File: src/rtl/mei_pkg.sv
// Shared types, constants and helpers of the Mandelbrot escape-time block.
// Used by every module under rtl; depends on nothing else.
package mei_pkg;

    localparam int FRAC_BITS_DEF  = 28;
    localparam int PIXEL_BITS_DEF = 12;

    localparam int PIX_FIELD_W = 12;
    localparam int COORD_W     = 32;
    localparam int STEP_W      = 31;
    localparam int COUNT_W     = 10;
    localparam int SHADE_W     = 8;
    localparam int PROD_W      = 64;
    localparam int WIDE_W      = 66;
    localparam int QUEUE_DEPTH = 2;   // power of two, pointers wrap on their own
    localparam int CFG_INDEX_W = 3;
    localparam int CFG_DATA_W  = 32;

    localparam logic [SHADE_W-1:0] SHADE_WHITE = 8'd255;
    localparam logic [SHADE_W-1:0] SHADE_BLACK = 8'd0;

    localparam logic [CFG_INDEX_W-1:0] CFG_ORIGIN_RE = 3'd0;
    localparam logic [CFG_INDEX_W-1:0] CFG_ORIGIN_IM = 3'd1;
    localparam logic [CFG_INDEX_W-1:0] CFG_STEP_RE   = 3'd2;
    localparam logic [CFG_INDEX_W-1:0] CFG_STEP_IM   = 3'd3;
    localparam logic [CFG_INDEX_W-1:0] CFG_MAX_ITER  = 3'd4;

    localparam logic signed [COORD_W-1:0] ORIGIN_RE_RST = -32'sd536870912;
    localparam logic signed [COORD_W-1:0] ORIGIN_IM_RST = -32'sd402653184;
    localparam logic [STEP_W-1:0]         STEP_RE_RST   = 31'd786432;
    localparam logic [STEP_W-1:0]         STEP_IM_RST   = 31'd786432;
    localparam logic [COUNT_W-1:0]        MAX_ITER_RST  = 10'd64;

    typedef struct packed {
        logic [PIX_FIELD_W-1:0] pixel_x;
        logic [PIX_FIELD_W-1:0] pixel_y;
    } t_pix_in;

    typedef struct packed {
        logic [COUNT_W-1:0] iteration_count;
        logic               inside_res;
        logic [SHADE_W-1:0] shade;
    } t_res;

    // One mapped point c, as handed from the front end to the engine.
    typedef struct packed {
        logic signed [COORD_W-1:0] c_re;
        logic signed [COORD_W-1:0] c_im;
    } t_point;

    // Plane mapping settings seen by the front end.
    typedef struct packed {
        logic signed [COORD_W-1:0] origin_re;
        logic signed [COORD_W-1:0] origin_im;
        logic [STEP_W-1:0]         step_re;
        logic [STEP_W-1:0]         step_im;
    } t_map_cfg;

    typedef enum logic [1:0] {
        S_IDLE,
        S_MUL,
        S_UPD,
        S_WAIT
    } t_eng_state;

    // Clamp a wide signed value to the signed 32-bit range.
    function automatic logic signed [COORD_W-1:0] sat32(input logic signed [WIDE_W-1:0] v);
        logic [WIDE_W-COORD_W:0] top;
        logic signed [COORD_W-1:0] res;
        top = v[WIDE_W-1:COORD_W-1];
        if (top == '0 || top == '1) begin
            res = v[COORD_W-1:0];
        end else if (v[WIDE_W-1]) begin
            res = {1'b1, {(COORD_W-1){1'b0}}};
        end else begin
            res = {1'b0, {(COORD_W-1){1'b1}}};
        end
        return res;
    endfunction

endpackage

File: src/rtl/mei_queue.sv
// Short queue of mapped points between the front end and the engine.
// Register array with wrapping pointers and a fill count; depends on mei_pkg.
module mei_queue import mei_pkg::*; (
    input  logic   i_clk,
    input  logic   i_rst_n,
    input  logic   i_push,
    input  t_point i_point,
    output logic   o_full,
    input  logic   i_pop,
    output t_point o_head,
    output logic   o_empty
);
    localparam int PTR_W = (QUEUE_DEPTH > 1) ? $clog2(QUEUE_DEPTH) : 1;

    t_point           r_mem [QUEUE_DEPTH];
    logic [PTR_W-1:0] r_wr_ptr;
    logic [PTR_W-1:0] r_rd_ptr;
    logic [PTR_W:0]   r_fill;

    assign o_full  = (r_fill == (PTR_W+1)'(QUEUE_DEPTH));
    assign o_empty = (r_fill == '0);
    assign o_head  = r_mem[r_rd_ptr];

    always_ff @(posedge i_clk) begin
        if (!i_rst_n) begin
            r_wr_ptr <= '0;
            r_rd_ptr <= '0;
            r_fill   <= '0;
        end else begin
            if (i_push) begin
                r_wr_ptr <= r_wr_ptr + 1'b1;
            end
            if (i_pop) begin
                r_rd_ptr <= r_rd_ptr + 1'b1;
            end
            if (i_push && !i_pop) begin
                r_fill <= r_fill + 1'b1;
            end else if (i_pop && !i_push) begin
                r_fill <= r_fill - 1'b1;
            end
        end
    end

    always_ff @(posedge i_clk) begin
        if (i_push) begin
            r_mem[r_wr_ptr] <= i_point;
        end
    end

endmodule

File: config.mk
export PLATFORM = sky130hd
export DESIGN_NAME = mei_queue
export DESIGN_NICKNAME = d
export VERILOG_FILES = /design/src/rtl/mei_pkg.sv /design/src/rtl/mei_queue.sv
export SDC_FILE = /design/constraint.sdc
export NUM_CORES = 1
export LEC_CHECK = 0
export ABC_AREA = 1
export BUFFER_PORTS_ARGS = -buffer_cell sky130_fd_sc_hd__buf_4
export CAP_MARGIN = 30
export CORE_ASPECT_RATIO = 0.7
export CORE_MARGIN = 2
export CORE_UTILIZATION = 47
export CTS_CLUSTER_DIAMETER = 40
export CTS_CLUSTER_SIZE = 14
export DETAILED_ROUTE_END_ITERATION = 7
export MAX_ROUTING_LAYER = met4
export PLACE_DENSITY = 0.86
export SYNTH_ARGS = -nofsm -noshare
export SYNTH_HDL_FRONTEND = slang
export SYNTH_SLANG_ARGS = --single-unit
File: constraint.sdc
create_clock -name i_clk -period 3.9 [get_ports i_clk]
set_clock_uncertainty 0.1 [all_clocks]
set_input_delay 0.39 -clock i_clk [delete_from_list [all_inputs] [get_ports i_clk]]
set_output_delay 0.39 -clock i_clk [all_outputs]
set_load 0.01 [all_outputs]
* Word level (Yosys, flattened, before mapping) *
Memory sizes are Yosys's and may differ from the RTL's. A register that Yosys moved wholly into a read port is not among the register bits.
Index checks and enable logic that the tools add are counted.

storage, ports and cells
  flip-flop bits (word level) = 4
  latch bits = 0
  bits in writable memories = 128
  bits in read-only memories = 0
  input bits = 68
  output and inout bits = 66
  logic and storage cells = 21
  memories = 1

memories
  memory  depth  width  read ports  clocked after Yosys merged registers in  wr ports  line             RTL
  r_mem   2      64     1           1                                        1         mei_queue.sv:15  t_point r_mem [QUEUE_DEPTH];

cells by class
  add/subtract/negate cells = 4
  multiply operators = 0
  divide/modulo/power cells = 0
  $lt $le $gt $ge = 0
  equality and inequality tests = 1
  shift-type cells = 0
  mux-type cells = 6
  bitwise gates (word level) = 0
  reductions and logical operators = 6

operators with widths
  kind                 count
  $mux 1               4
  $mux 2               2
  $add 1x1->1 const B  2
  $add 2x1->2 const B  1
  $eq 2x2->1 const B   1
  $logic_and 1x1->1    2
  $logic_not 1->1      2
  $logic_not 2->1      1
  $reduce_bool 2->1    1
  $sub 2x1->2 const B  1

* Longest topological paths before layout *
  word-level depth = 4
  depth in mapped cells = 8

* Least setup slack after synthesis *
Ideal clock, no wire load.

  path kind = input to register
  from = input port i_push
  to = memory r_mem[0][0] in the netlist's numbering (enable)
  arrival = 3114 ps
  setup slack = 198 ps
  stages on the path = 2
  path buffers = 0
  cells stage by stage = inv_1 -> nor2_1

between the ends
  longest elaborated chain between the ends = 2

ends and longest elaborated chain
  item                          line             RTL
  from (decl)                   mei_queue.sv:6   input logic i_push,
  $mux 1                        mei_queue.sv:45  if (i_push) begin
  $mux 1 (not written as such)  mei_queue.sv:46  r_mem[r_wr_ptr] <= i_point;
  to (decl)                     mei_queue.sv:15

Every way passes these cells.

==> out/results.ini <==
[run_status]
status = finished, final reports clean

[global_routing]
grt_max_degree = 37
grt_pass1_vias = 2697
use_met2 = 0.249
grt_pass1_wl_mm = 13.5
grt_use_met3 = 0.0566
met1_usage = 0.195
grt_overflow = 0
grt_antenna_before_repair = 0
top_usage_layer = met2
track_usage = 0.162

[detailed_routing]
via_per_inst = 4.71
drtIter0Drc = 159
drt_pass1_iterations = 4
ant_nets = 0
vias = 2565
wl_per_cell_um = 16.1
drc = 0
drt_wl_total_mm = 8.75

[power]
p_leak_nw = 2.78
power.density_mw_per_mm2 = 543
power_mw = 3.75
vdd_drop_max_v = 0.000350

[finish]
diodes = 0
drive_gt1_frac = 0.587
fin_cells = 545
nets = 453
layout-area-overhead-vs-synth_pct = 34.1
num-fill-cells = 726

[worst_hold_path]
min_path_type = input pin to flop

[clock_network]
clock_path_buffers = 2
cts_htree_levels = 4
cts_made_buffers = 17
clock-sinks = 133
cts_setup_buffers = 0
cts_root_buffer = clkbuf_16
clk_latency_ps = 400
cts_resized = 0
cts_tree = done
clk_pin_slew_worst_paths_ps = 60
hold_buffers = 0

[logic_synthesis]
avgSynthCellArea_um2 = 22.0
synth_edf_count = 128
synth.distinct_cells = 14
synthTopCellsByCount = edfxtp_1, mux2_4, nor2_1
synth_top_area_frac = 0.747
synth_most_common_cell = edfxtp_1
yosysTopAreaCell = edfxtp_1
synth_fp_nets = 303
async_reset_ff_frac = 0
synthFlopType = edfxtp_1
synthCells = 234
yosysSeqAreaShare = 0.766
synth.ff_latch_count = 133
ys_top_cells_by_area = edfxtp_1, mux2_4, buf_12
yosys_warnings = 0
syn_area_mm2 = 0.00515

[worst_setup_path]
cp_num_buf_inv = 2
critPathArrivalTime_ps = 1960
required_ps = 3410
endpoint_kind = output port
worst_setup_path_start_kind = flop
cp_slowest_cell = dfxtp_4
path_max_fanout = 36
path_class = flop to output port
cpPeakStageDelay_ps = 700
critical_path.top_delay_family = flip-flops
path_cells = buf_16, mux2_2, buf_4

[sta]
max_freq_mhz = 408
drv_slew = 0
tns_ps = 0
hold_violations = 0
rsz0062_at_grt = false
whs_ps = 67.3
worstMarginPinSlew_ps = 718
period_needed_ps = 2450
setup_viol = 0
fin_crit_sh = 0.629
relSlewSlack = 0.520

[floorplanning]
core_mm2 = 0.0105
die_h_um = 91.6
fp.dieArea_mm2 = 0.0118
initial_core_util = 0.490
ioPinCount = 134
fp.dieW_um = 129
rows = 31

[place]
gp_congestion = 0.667
portBuffers = 133
dp_cells = 513
hpwl_mm = 5.74

[run]
cap_viol_max_count = 0

[power by group]
part	total, mW	switching, mW	internal, mW
combinational	0.374	0.154	0.220
clock	1.69	0.567	1.13
sequential	1.69	0.0324	1.65
total	3.75	0.754	3.00
[registers in the layout, indices dropped and copies added, names as in the netlist, named ones only]
signal / flops
r_rd_ptr: 1
r_fill: 2
r_wr_ptr: 1
r_mem: 128
[kinds of logic after synthesis]
logic type | share of synthesized area
DFF | 0.766
muxes | 0.184
and+or+nand+nor | 0.0146
buffers and inverters | 0.0313
AOI/OAI and AO/OA | 0.00194
adders and majority gates | 0.00243
[cell type report]
class / count / area (um2) / area share
sequential: 133 / 3950 / 0.572
timing repair buffer: 138 / 1060 / 0.153
multi-input combinational: 86 / 1050 / 0.152
clock buffer: 17 / 425 / 0.0616
clock inverter: 15 / 211 / 0.0306
tap: 148 / 185 / 0.0268
inverter: 8 / 30.0 / 0.00435
[cells in the final DEF (no fill, tap or decap), drive strengths merged, types with 2 or more instances in the layout]
master,synthesis,routed
nor2,9,9
inv,8,8
clkinvlp,0,2
buf,7,138
clkbuf,0,17
clkinv,0,8
dfxtp,5,5
bufinv,0,5
nand2,8,8
edfxtp,128,128
mux2,64,64
[per-layer routing]
layer / routed length (um) / share of wire
met4: 60 / 0.0069
met1: 3830 / 0.44
met3: 639 / 0.073
met2: 4220 / 0.48
met5: 0 / 0
[through the flow]
stage               instance area (um2)  worst slack [ps]  utilization
CTS                                6910              1380        0.657
floorplan                          5150               198            -
global route                       6910              1340        0.657
global placement                   6240              1670        0.594
finish                             6910              1450        0.657
detailed placement                 6270              1830        0.596
[worst paths after layout]
path / from / endpoint / slack [ps] / depth (start not counted)
hold / removal: i_point[34] / r_mem[1][34] / 70 / 1
setup / recovery: flop / o_head[49] / 1450 / 3
setup reg to reg: r_wr_ptr / r_mem[1][1] / 2040 / 3
hold reg to reg: r_rd_ptr / r_rd_ptr / 410 / 2
Note: power is estimated with default switching activity, not from simulation.
