File: config.mk
export PLATFORM = sky130hd
export DESIGN_NAME = mei_front
export DESIGN_NICKNAME = d
export VERILOG_FILES = /design/src/rtl/mei_pkg.sv /design/src/rtl/mei_front.sv
export SDC_FILE = /design/constraint.sdc
export NUM_CORES = 2
export LEC_CHECK = 0
export ABC_AREA = 1
export BUFFER_PORTS_ARGS = -buffer_cell sky130_fd_sc_hd__buf_2
export CORE_MARGIN = 1
export CORE_UTILIZATION = 58
export CTS_CLUSTER_DIAMETER = 100
export DETAILED_ROUTE_END_ITERATION = 7
export PLACE_DENSITY = 0.8
export SLEW_MARGIN = 20
export SYNTH_ARGS = -nofsm -noshare
export SYNTH_HDL_FRONTEND = slang
export SYNTH_SLANG_ARGS = --single-unit
File: constraint.sdc
create_clock -name i_clk -period 5.54 [get_ports i_clk]
set_input_delay 1.108 -clock i_clk [delete_from_list [all_inputs] [get_ports i_clk]]
set_output_delay 1.108 -clock i_clk [all_outputs]
set_load 0.02 [all_outputs]
File: src/rtl/mei_pkg.sv
// Shared types, constants and helpers of the Mandelbrot escape-time block.
// Used by every module under rtl; depends on nothing else.
package mei_pkg;

    localparam int FRAC_BITS_DEF  = 28;
    localparam int PIXEL_BITS_DEF = 12;

    localparam int PIX_FIELD_W = 12;
    localparam int COORD_W     = 32;
    localparam int STEP_W      = 31;
    localparam int COUNT_W     = 10;
    localparam int SHADE_W     = 8;
    localparam int PROD_W      = 64;
    localparam int WIDE_W      = 66;
    localparam int QUEUE_DEPTH = 2;   // power of two, pointers wrap on their own
    localparam int CFG_INDEX_W = 3;
    localparam int CFG_DATA_W  = 32;

    localparam logic [SHADE_W-1:0] SHADE_WHITE = 8'd255;
    localparam logic [SHADE_W-1:0] SHADE_BLACK = 8'd0;

    localparam logic [CFG_INDEX_W-1:0] CFG_ORIGIN_RE = 3'd0;
    localparam logic [CFG_INDEX_W-1:0] CFG_ORIGIN_IM = 3'd1;
    localparam logic [CFG_INDEX_W-1:0] CFG_STEP_RE   = 3'd2;
    localparam logic [CFG_INDEX_W-1:0] CFG_STEP_IM   = 3'd3;
    localparam logic [CFG_INDEX_W-1:0] CFG_MAX_ITER  = 3'd4;

    localparam logic signed [COORD_W-1:0] ORIGIN_RE_RST = -32'sd536870912;
    localparam logic signed [COORD_W-1:0] ORIGIN_IM_RST = -32'sd402653184;
    localparam logic [STEP_W-1:0]         STEP_RE_RST   = 31'd786432;
    localparam logic [STEP_W-1:0]         STEP_IM_RST   = 31'd786432;
    localparam logic [COUNT_W-1:0]        MAX_ITER_RST  = 10'd64;

    typedef struct packed {
        logic [PIX_FIELD_W-1:0] pixel_x;
        logic [PIX_FIELD_W-1:0] pixel_y;
    } t_pix_in;

    typedef struct packed {
        logic [COUNT_W-1:0] iteration_count;
        logic               inside_res;
        logic [SHADE_W-1:0] shade;
    } t_res;

    // One mapped point c, as handed from the front end to the engine.
    typedef struct packed {
        logic signed [COORD_W-1:0] c_re;
        logic signed [COORD_W-1:0] c_im;
    } t_point;

    // Plane mapping settings seen by the front end.
    typedef struct packed {
        logic signed [COORD_W-1:0] origin_re;
        logic signed [COORD_W-1:0] origin_im;
        logic [STEP_W-1:0]         step_re;
        logic [STEP_W-1:0]         step_im;
    } t_map_cfg;

    typedef enum logic [1:0] {
        S_IDLE,
        S_MUL,
        S_UPD,
        S_WAIT
    } t_eng_state;

    // Clamp a wide signed value to the signed 32-bit range.
    function automatic logic signed [COORD_W-1:0] sat32(input logic signed [WIDE_W-1:0] v);
        logic [WIDE_W-COORD_W:0] top;
        logic signed [COORD_W-1:0] res;
        top = v[WIDE_W-1:COORD_W-1];
        if (top == '0 || top == '1) begin
            res = v[COORD_W-1:0];
        end else if (v[WIDE_W-1]) begin
            res = {1'b1, {(COORD_W-1){1'b0}}};
        end else begin
            res = {1'b0, {(COORD_W-1){1'b1}}};
        end
        return res;
    endfunction

endpackage

File: src/rtl/mei_front.sv
// Front end: accepts pixel words and maps them to plane points c.
// Two stages (multiply, then add and clamp); depends on mei_pkg.
module mei_front import mei_pkg::*; #(
    parameter int PIXEL_BITS = PIXEL_BITS_DEF
) (
    input  logic     i_clk,
    input  logic     i_rst_n,
    input  logic     i_pix_valid,
    input  t_pix_in  i_pix,
    output logic     o_pix_stall,
    input  t_map_cfg i_map_cfg,
    output logic     o_push,
    output t_point   o_point,
    input  logic     i_full
);
    localparam int PX_W   = (PIXEL_BITS < PIX_FIELD_W) ? PIXEL_BITS : PIX_FIELD_W;
    localparam int MAP_W  = PX_W + STEP_W;

    logic [PX_W-1:0]  px;
    logic [PX_W-1:0]  py;
    logic             s1_move;
    logic             s2_move;
    logic             accept;
    logic             r_s1_valid;
    logic [MAP_W-1:0] r_prod_re;
    logic [MAP_W-1:0] r_prod_im;
    logic             r_s2_valid;
    t_point           r_s2_point;
    logic signed [WIDE_W-1:0] sum_re;
    logic signed [WIDE_W-1:0] sum_im;

    // Only the low PIXEL_BITS bits of a coordinate take part (at most the whole field).
    assign px = i_pix.pixel_x[PX_W-1:0];
    assign py = i_pix.pixel_y[PX_W-1:0];

    assign s2_move     = !r_s2_valid || !i_full;
    assign s1_move     = !r_s1_valid || s2_move;
    assign accept      = i_pix_valid && s1_move;
    assign o_pix_stall = !s1_move;
    assign o_push      = r_s2_valid && !i_full;
    assign o_point     = r_s2_point;

    assign sum_re = WIDE_W'(i_map_cfg.origin_re) + $signed({{(WIDE_W-MAP_W){1'b0}}, r_prod_re});
    assign sum_im = WIDE_W'(i_map_cfg.origin_im) + $signed({{(WIDE_W-MAP_W){1'b0}}, r_prod_im});

    always_ff @(posedge i_clk) begin
        if (!i_rst_n) begin
            r_s1_valid <= 1'b0;
            r_s2_valid <= 1'b0;
        end else begin
            if (s1_move) begin
                r_s1_valid <= accept;
            end
            if (s2_move) begin
                r_s2_valid <= r_s1_valid;
            end
        end
    end

    always_ff @(posedge i_clk) begin
        if (accept) begin
            r_prod_re <= MAP_W'(px) * MAP_W'(i_map_cfg.step_re);
            r_prod_im <= MAP_W'(py) * MAP_W'(i_map_cfg.step_im);
        end
        if (s2_move && r_s1_valid) begin
            r_s2_point.c_re <= sat32(sum_re);
            r_s2_point.c_im <= sat32(sum_im);
        end
    end

endmodule

# [Word level (Yosys, flattened, before mapping)]
# Index checks and enable logic that the tools add are counted.
[word_totals] inputBits=154 reg_bits=152 word_cells=29 output_inout_bits=66
[op_classes] addsub=2 n_eq_ne=2 muxes=4 mul=2 n_reduce_logical=13
[ops] operator="$mux 32" n=4
[ops] operator="$add 32x44->45" n=2
[ops] operator="$mul 12x31->43" n=2
[ops] operator="$eq 35x35->1 const B" n=2
[ops] operator="$logic_not 35->1" n=2
[ops] operator="$logic_not 1->1" n=4
[ops] operator="$logic_or 1x1->1" n=4
[ops] operator="$logic_and 1x1->1" n=3

# [Depth between registers and ports, before layout]
[depth] word_depth=4 ltp_mapped=26

# [Worst setup path before layout]
# OpenSTA, ideal clock, no wires.
[synth_timing] path_kind="input to register" from="input i_map_cfg[38] in the netlist's numbering" to="register r_prod_re[37], data pin" cell_stages=22 arrival_ps=5763 path_buffers=1 setup_slack_ps=-476 t_required_ps=5288 setup_ps=252 path_cell_list="clkbuf_1 > nand2_1 > fa_1 > fa_1 > fa_1 > inv_1 > fa_1 > inv_1 > fa_1 > inv_1 > ha_1 > a21o_1 > a21oi_1 > nand2_1 > a21oi_1 > o21ai_0 > a21oi_1 > o21ai_0 > nand2_1 > nand2_1 > nand2_1 > nand2_1"
[synth_between] elab_chain_cells=1
[synth_rtl] item="start: declaration" line_no="mei_front.sv:11" rtl="input t_map_cfg i_map_cfg,"
[synth_rtl] item="$mul 12x31->43" line_no="mei_front.sv:62" rtl="r_prod_re <= MAP_W'(px) * MAP_W'(i_map_cfg.step_re);"
[synth_rtl] item="end signal: assignment" line_no="mei_front.sv:62"
[synth_rtl] item="end: declaration" line_no="mei_front.sv:25" rtl="logic [MAP_W-1:0] r_prod_re;"
# Every way passes these cells.
# A chain may end at the register's enable or synchronous reset.

# [Worst setup path in the final report]
[layout_timing] from="input i_pix[17] in the netlist's numbering" to="register r_prod_re[38], data pin"
[layout_between] elab_chain_cells=1
[layout_rtl] item="start: declaration" line_no="mei_front.sv:9" rtl="input t_pix_in i_pix,"
[layout_rtl] item="$mul 12x31->43" line_no="mei_front.sv:62"
# Every way passes these cells.

==> flow_summary.yaml <==
status:
  status: "completed"
route:
  top_layer: "met4"
  wl_met3_microns: 8740
  drt-initial-drc-count: 2903
  wl_microns: 106000
  vias: 33500
  ant_nets: 0
  dr.pass1.iters: 7
  drc_errors: 0
  wl_met1_microns: 46200
  vias_per_cell: 5.20
  avgRoutedWirePerCell_microns: 16.5
  wl_met2_microns: 48100
yosys:
  syn_inst: 5006
  postSynth.asyncResetShare_pct: 0
  synth_top_area_share_pct: 32.2
  netlist_top_cells_count: "nand2_1 (1706), inv_1 (1256), fa_1 (582), nor2_1 (279), ha_1 (250)"
  yosys_warnings: 0
  syn_area_sq_mm: 0.0362
  synth_area_leaders: "fa_1 (32%), nand2_1 (18%), inv_1 (13%)"
  synth_seq_cells: 152
  syn-num-nets: 5992
  yosysUniqueCellTypes: 46
  yosysMostFrequentCell: "nand2_1"
  yosysTopAreaCell: "fa_1"
  ys_seq_area_share_pct: 12.6
  synth_edf_count: 150
  synth_ff_type: "edfxtp_1"
  syn_avg_cell_area_sq_um: 7.22
cts:
  cts_htree_levels: 4
  cts_made_buffers: 17
  cts_buffer_depth: 2
  cts_root_buffer: "clkbuf_16"
  clk_latency_ns: 0.45
  postCtsHoldBufs: 0
  clkSinkCount: 152
  cts_tree: "yes"
  clk_pin_slew_ns: 0.06
floorplanning:
  rows: 91
  start_util_pct: 58.6
  fp.dieH_microns: 252
  ios: 220
  fp.dieW_microns: 252
  core-area_sq_mm: 0.0617
  dieArea_sq_mm: 0.0634
timing:
  fin_skew_ns: 0.0168
  rsz0062_at_grt: "yes"
  min_period_ns: 5.54
  slew_violations: 0
  tightest_slew_ns: 0.935
  setup_slack_ns: 0.0000910
  min_period_over_period_pct: 100
  fmax_mhz: 181
  setup_viol: 0
  hold_viol_final: 0
  relSlewSlack_pct: 37.5
global_routing:
  overflow: 0
  grt_util_all_layers_pct: 32.5
  antenna_found_initial: 7
  grt_pass1_wl_microns: 164000
  grt_pass1_vias: 32800
  grt_max_degree: 47
place:
  placed_cells: 6366
  port_buffers: 219
  post_dp_cell_area_sq_mm: 0.0416
  place_hpwl_microns: 86900
  gp_congestion: 0.995
  place_ws_ns: -0.716
critical_path:
  critPathBufInv: 8
  critical_path_class: "in2reg"
  arrival_ns: 5.72
  worstSetupEndpointType: "register"
  crit_slowest_cell: "fa_2"
  worst-path-max-fanout: 8
  cpMostUsedCell: "inv_1"
  worstPathCellList: "buf_4, buf_12, buf_4, nand2_1, fa_2, fa_2, inv_1, fa_2, fa_1, inv_1, fa_1, inv_1, ha_4, nand2_1, inv_1, a21oi_2, inv_1, nand2_1, nand2_1, a311oi_1, o211ai_1, xor2_1"
  cp.required_ns: 5.72
  worstSetupStartpointType: "input port"
  cpPeakStageDelay_ns: 0.61
  cp_top_family: "adder cells"
final_layout:
  fin_area_sq_mm: 0.0440
  fin_nets: 6566
  syn2layout_area_growth_pct: 21.6
  drive_gt1_share_pct: 18.4
  n_fill_cell: 4785
  instances_no_fill: 6436
flow_run:
  maxCapViolCount: 0
hold_path:
  hold_path_class: "reg2reg"
[final cells by class]
cell class / count / area [sq um] / area share, %
multi-input cells: 3450 / 27600 / 62.8
clock buffers: 21 / 440 / 1.00
flip-flops and latches: 152 / 4540 / 10.3
inverters: 1258 / 4720 / 10.7
well taps: 837 / 1050 / 2.38
diodes: 6 / 15.0 / 0.0342
repair buffers: 701 / 5410 / 12.3
clock inverters: 11 / 171 / 0.390
[worst paths after layout]
path	from	end	slack [ns]	depth (start not counted)
worst max register to register	r_prod_re[20]	o_point[48]	2.16	16
worst max-delay path	i_pix[17]	r_prod_re[38]	0.00009	22
worst min-delay path	r_s2_valid	r_s2_valid	0.52	2
worst min register to register	r_s2_valid	r_s2_valid	0.52	2
[worst min-delay path, stage by stage, from the launching register on]
cell and delay, ns:
dfxtp_1 0.34, nand2_1 0.08, a21oi_1 0.06
[what timing repair did]
action                     4_1_cts  5_1_grt
setup buffers                    0       22
setup endpoints to repair       43       44
resized for setup               18      342
cloned                           0       10
pin swaps                        1      115
[flip-flops by register name, indices dropped and copies added, names as in the netlist]
| register | flops |
|---|---|
| r_s2_valid | 1 |
| r_prod_im | 43 |
| r_s1_valid | 1 |
| o_point | 64 |
| r_prod_re | 43 |
[cells by family after synthesis]
family	Yosys count	share of synthesized area, %
AOI/OAI and AO/OA	295	4.59
DFF	152	12.6
and+or+nand+nor	2192	24.0
adders and majority gates	832	40.9
buffers and inverters	1404	14.8
xor gates and xnor gates	131	3.17
[metal layers]
metal / up-vias / track usage [%]
met5: - / 0
met4: 0 / 8.62
met3: 205 / 3.70
met2: 1488 / 51.3
met1: 16000 / 47.6
li1: 15800 / -
[metrics by stage]
step	hold WS [ns]	setup TNS [ns]	utilization, %
after floorplan	0.453	-0.0311	-
after global placement	0.511	-25.03	67.4
after detailed placement	0.522	-31.48	67.4
after CTS	0.530	0	68.5
after global routing	0.573	-0.479	71.2
final	0.524	0	71.2
[cell usage in the layout (no fill, tap or decap), drive strengths merged]
| cell | n |
|---|---|
| edfxtp | 150 |
| nand2 | 1721 |
| o2111ai | 3 |
| ha | 250 |
| xnor2 | 42 |
| nand3b | 7 |
| fa | 582 |
| nand3 | 116 |
| nand4 | 17 |
| a21boi | 3 |
| nor2 | 294 |
| o22ai | 1 |
| dfxtp | 2 |
| bufinv | 4 |
| o31ai | 1 |
| xor2 | 89 |
| nor4 | 11 |
| a31oi | 23 |
| nor3 | 15 |
| o21bai | 13 |
| o221ai | 5 |
| o21a | 10 |
| o31a | 1 |
| a311oi | 1 |
| buf | 681 |
| and2 | 7 |
| a211oi | 1 |
| a21oi | 154 |
| inv | 1259 |
| o211ai | 2 |
| or2 | 4 |
| a21o | 13 |
| a2111oi | 1 |
| diode | 6 |
| clkinv | 4 |
| clkinvlp | 2 |
| clkbuf | 41 |
| o21ai | 63 |
Power is left out: the tool's default activity adds up to more than one toggle a clock period on the data nets, which glitch-free logic cannot reach.
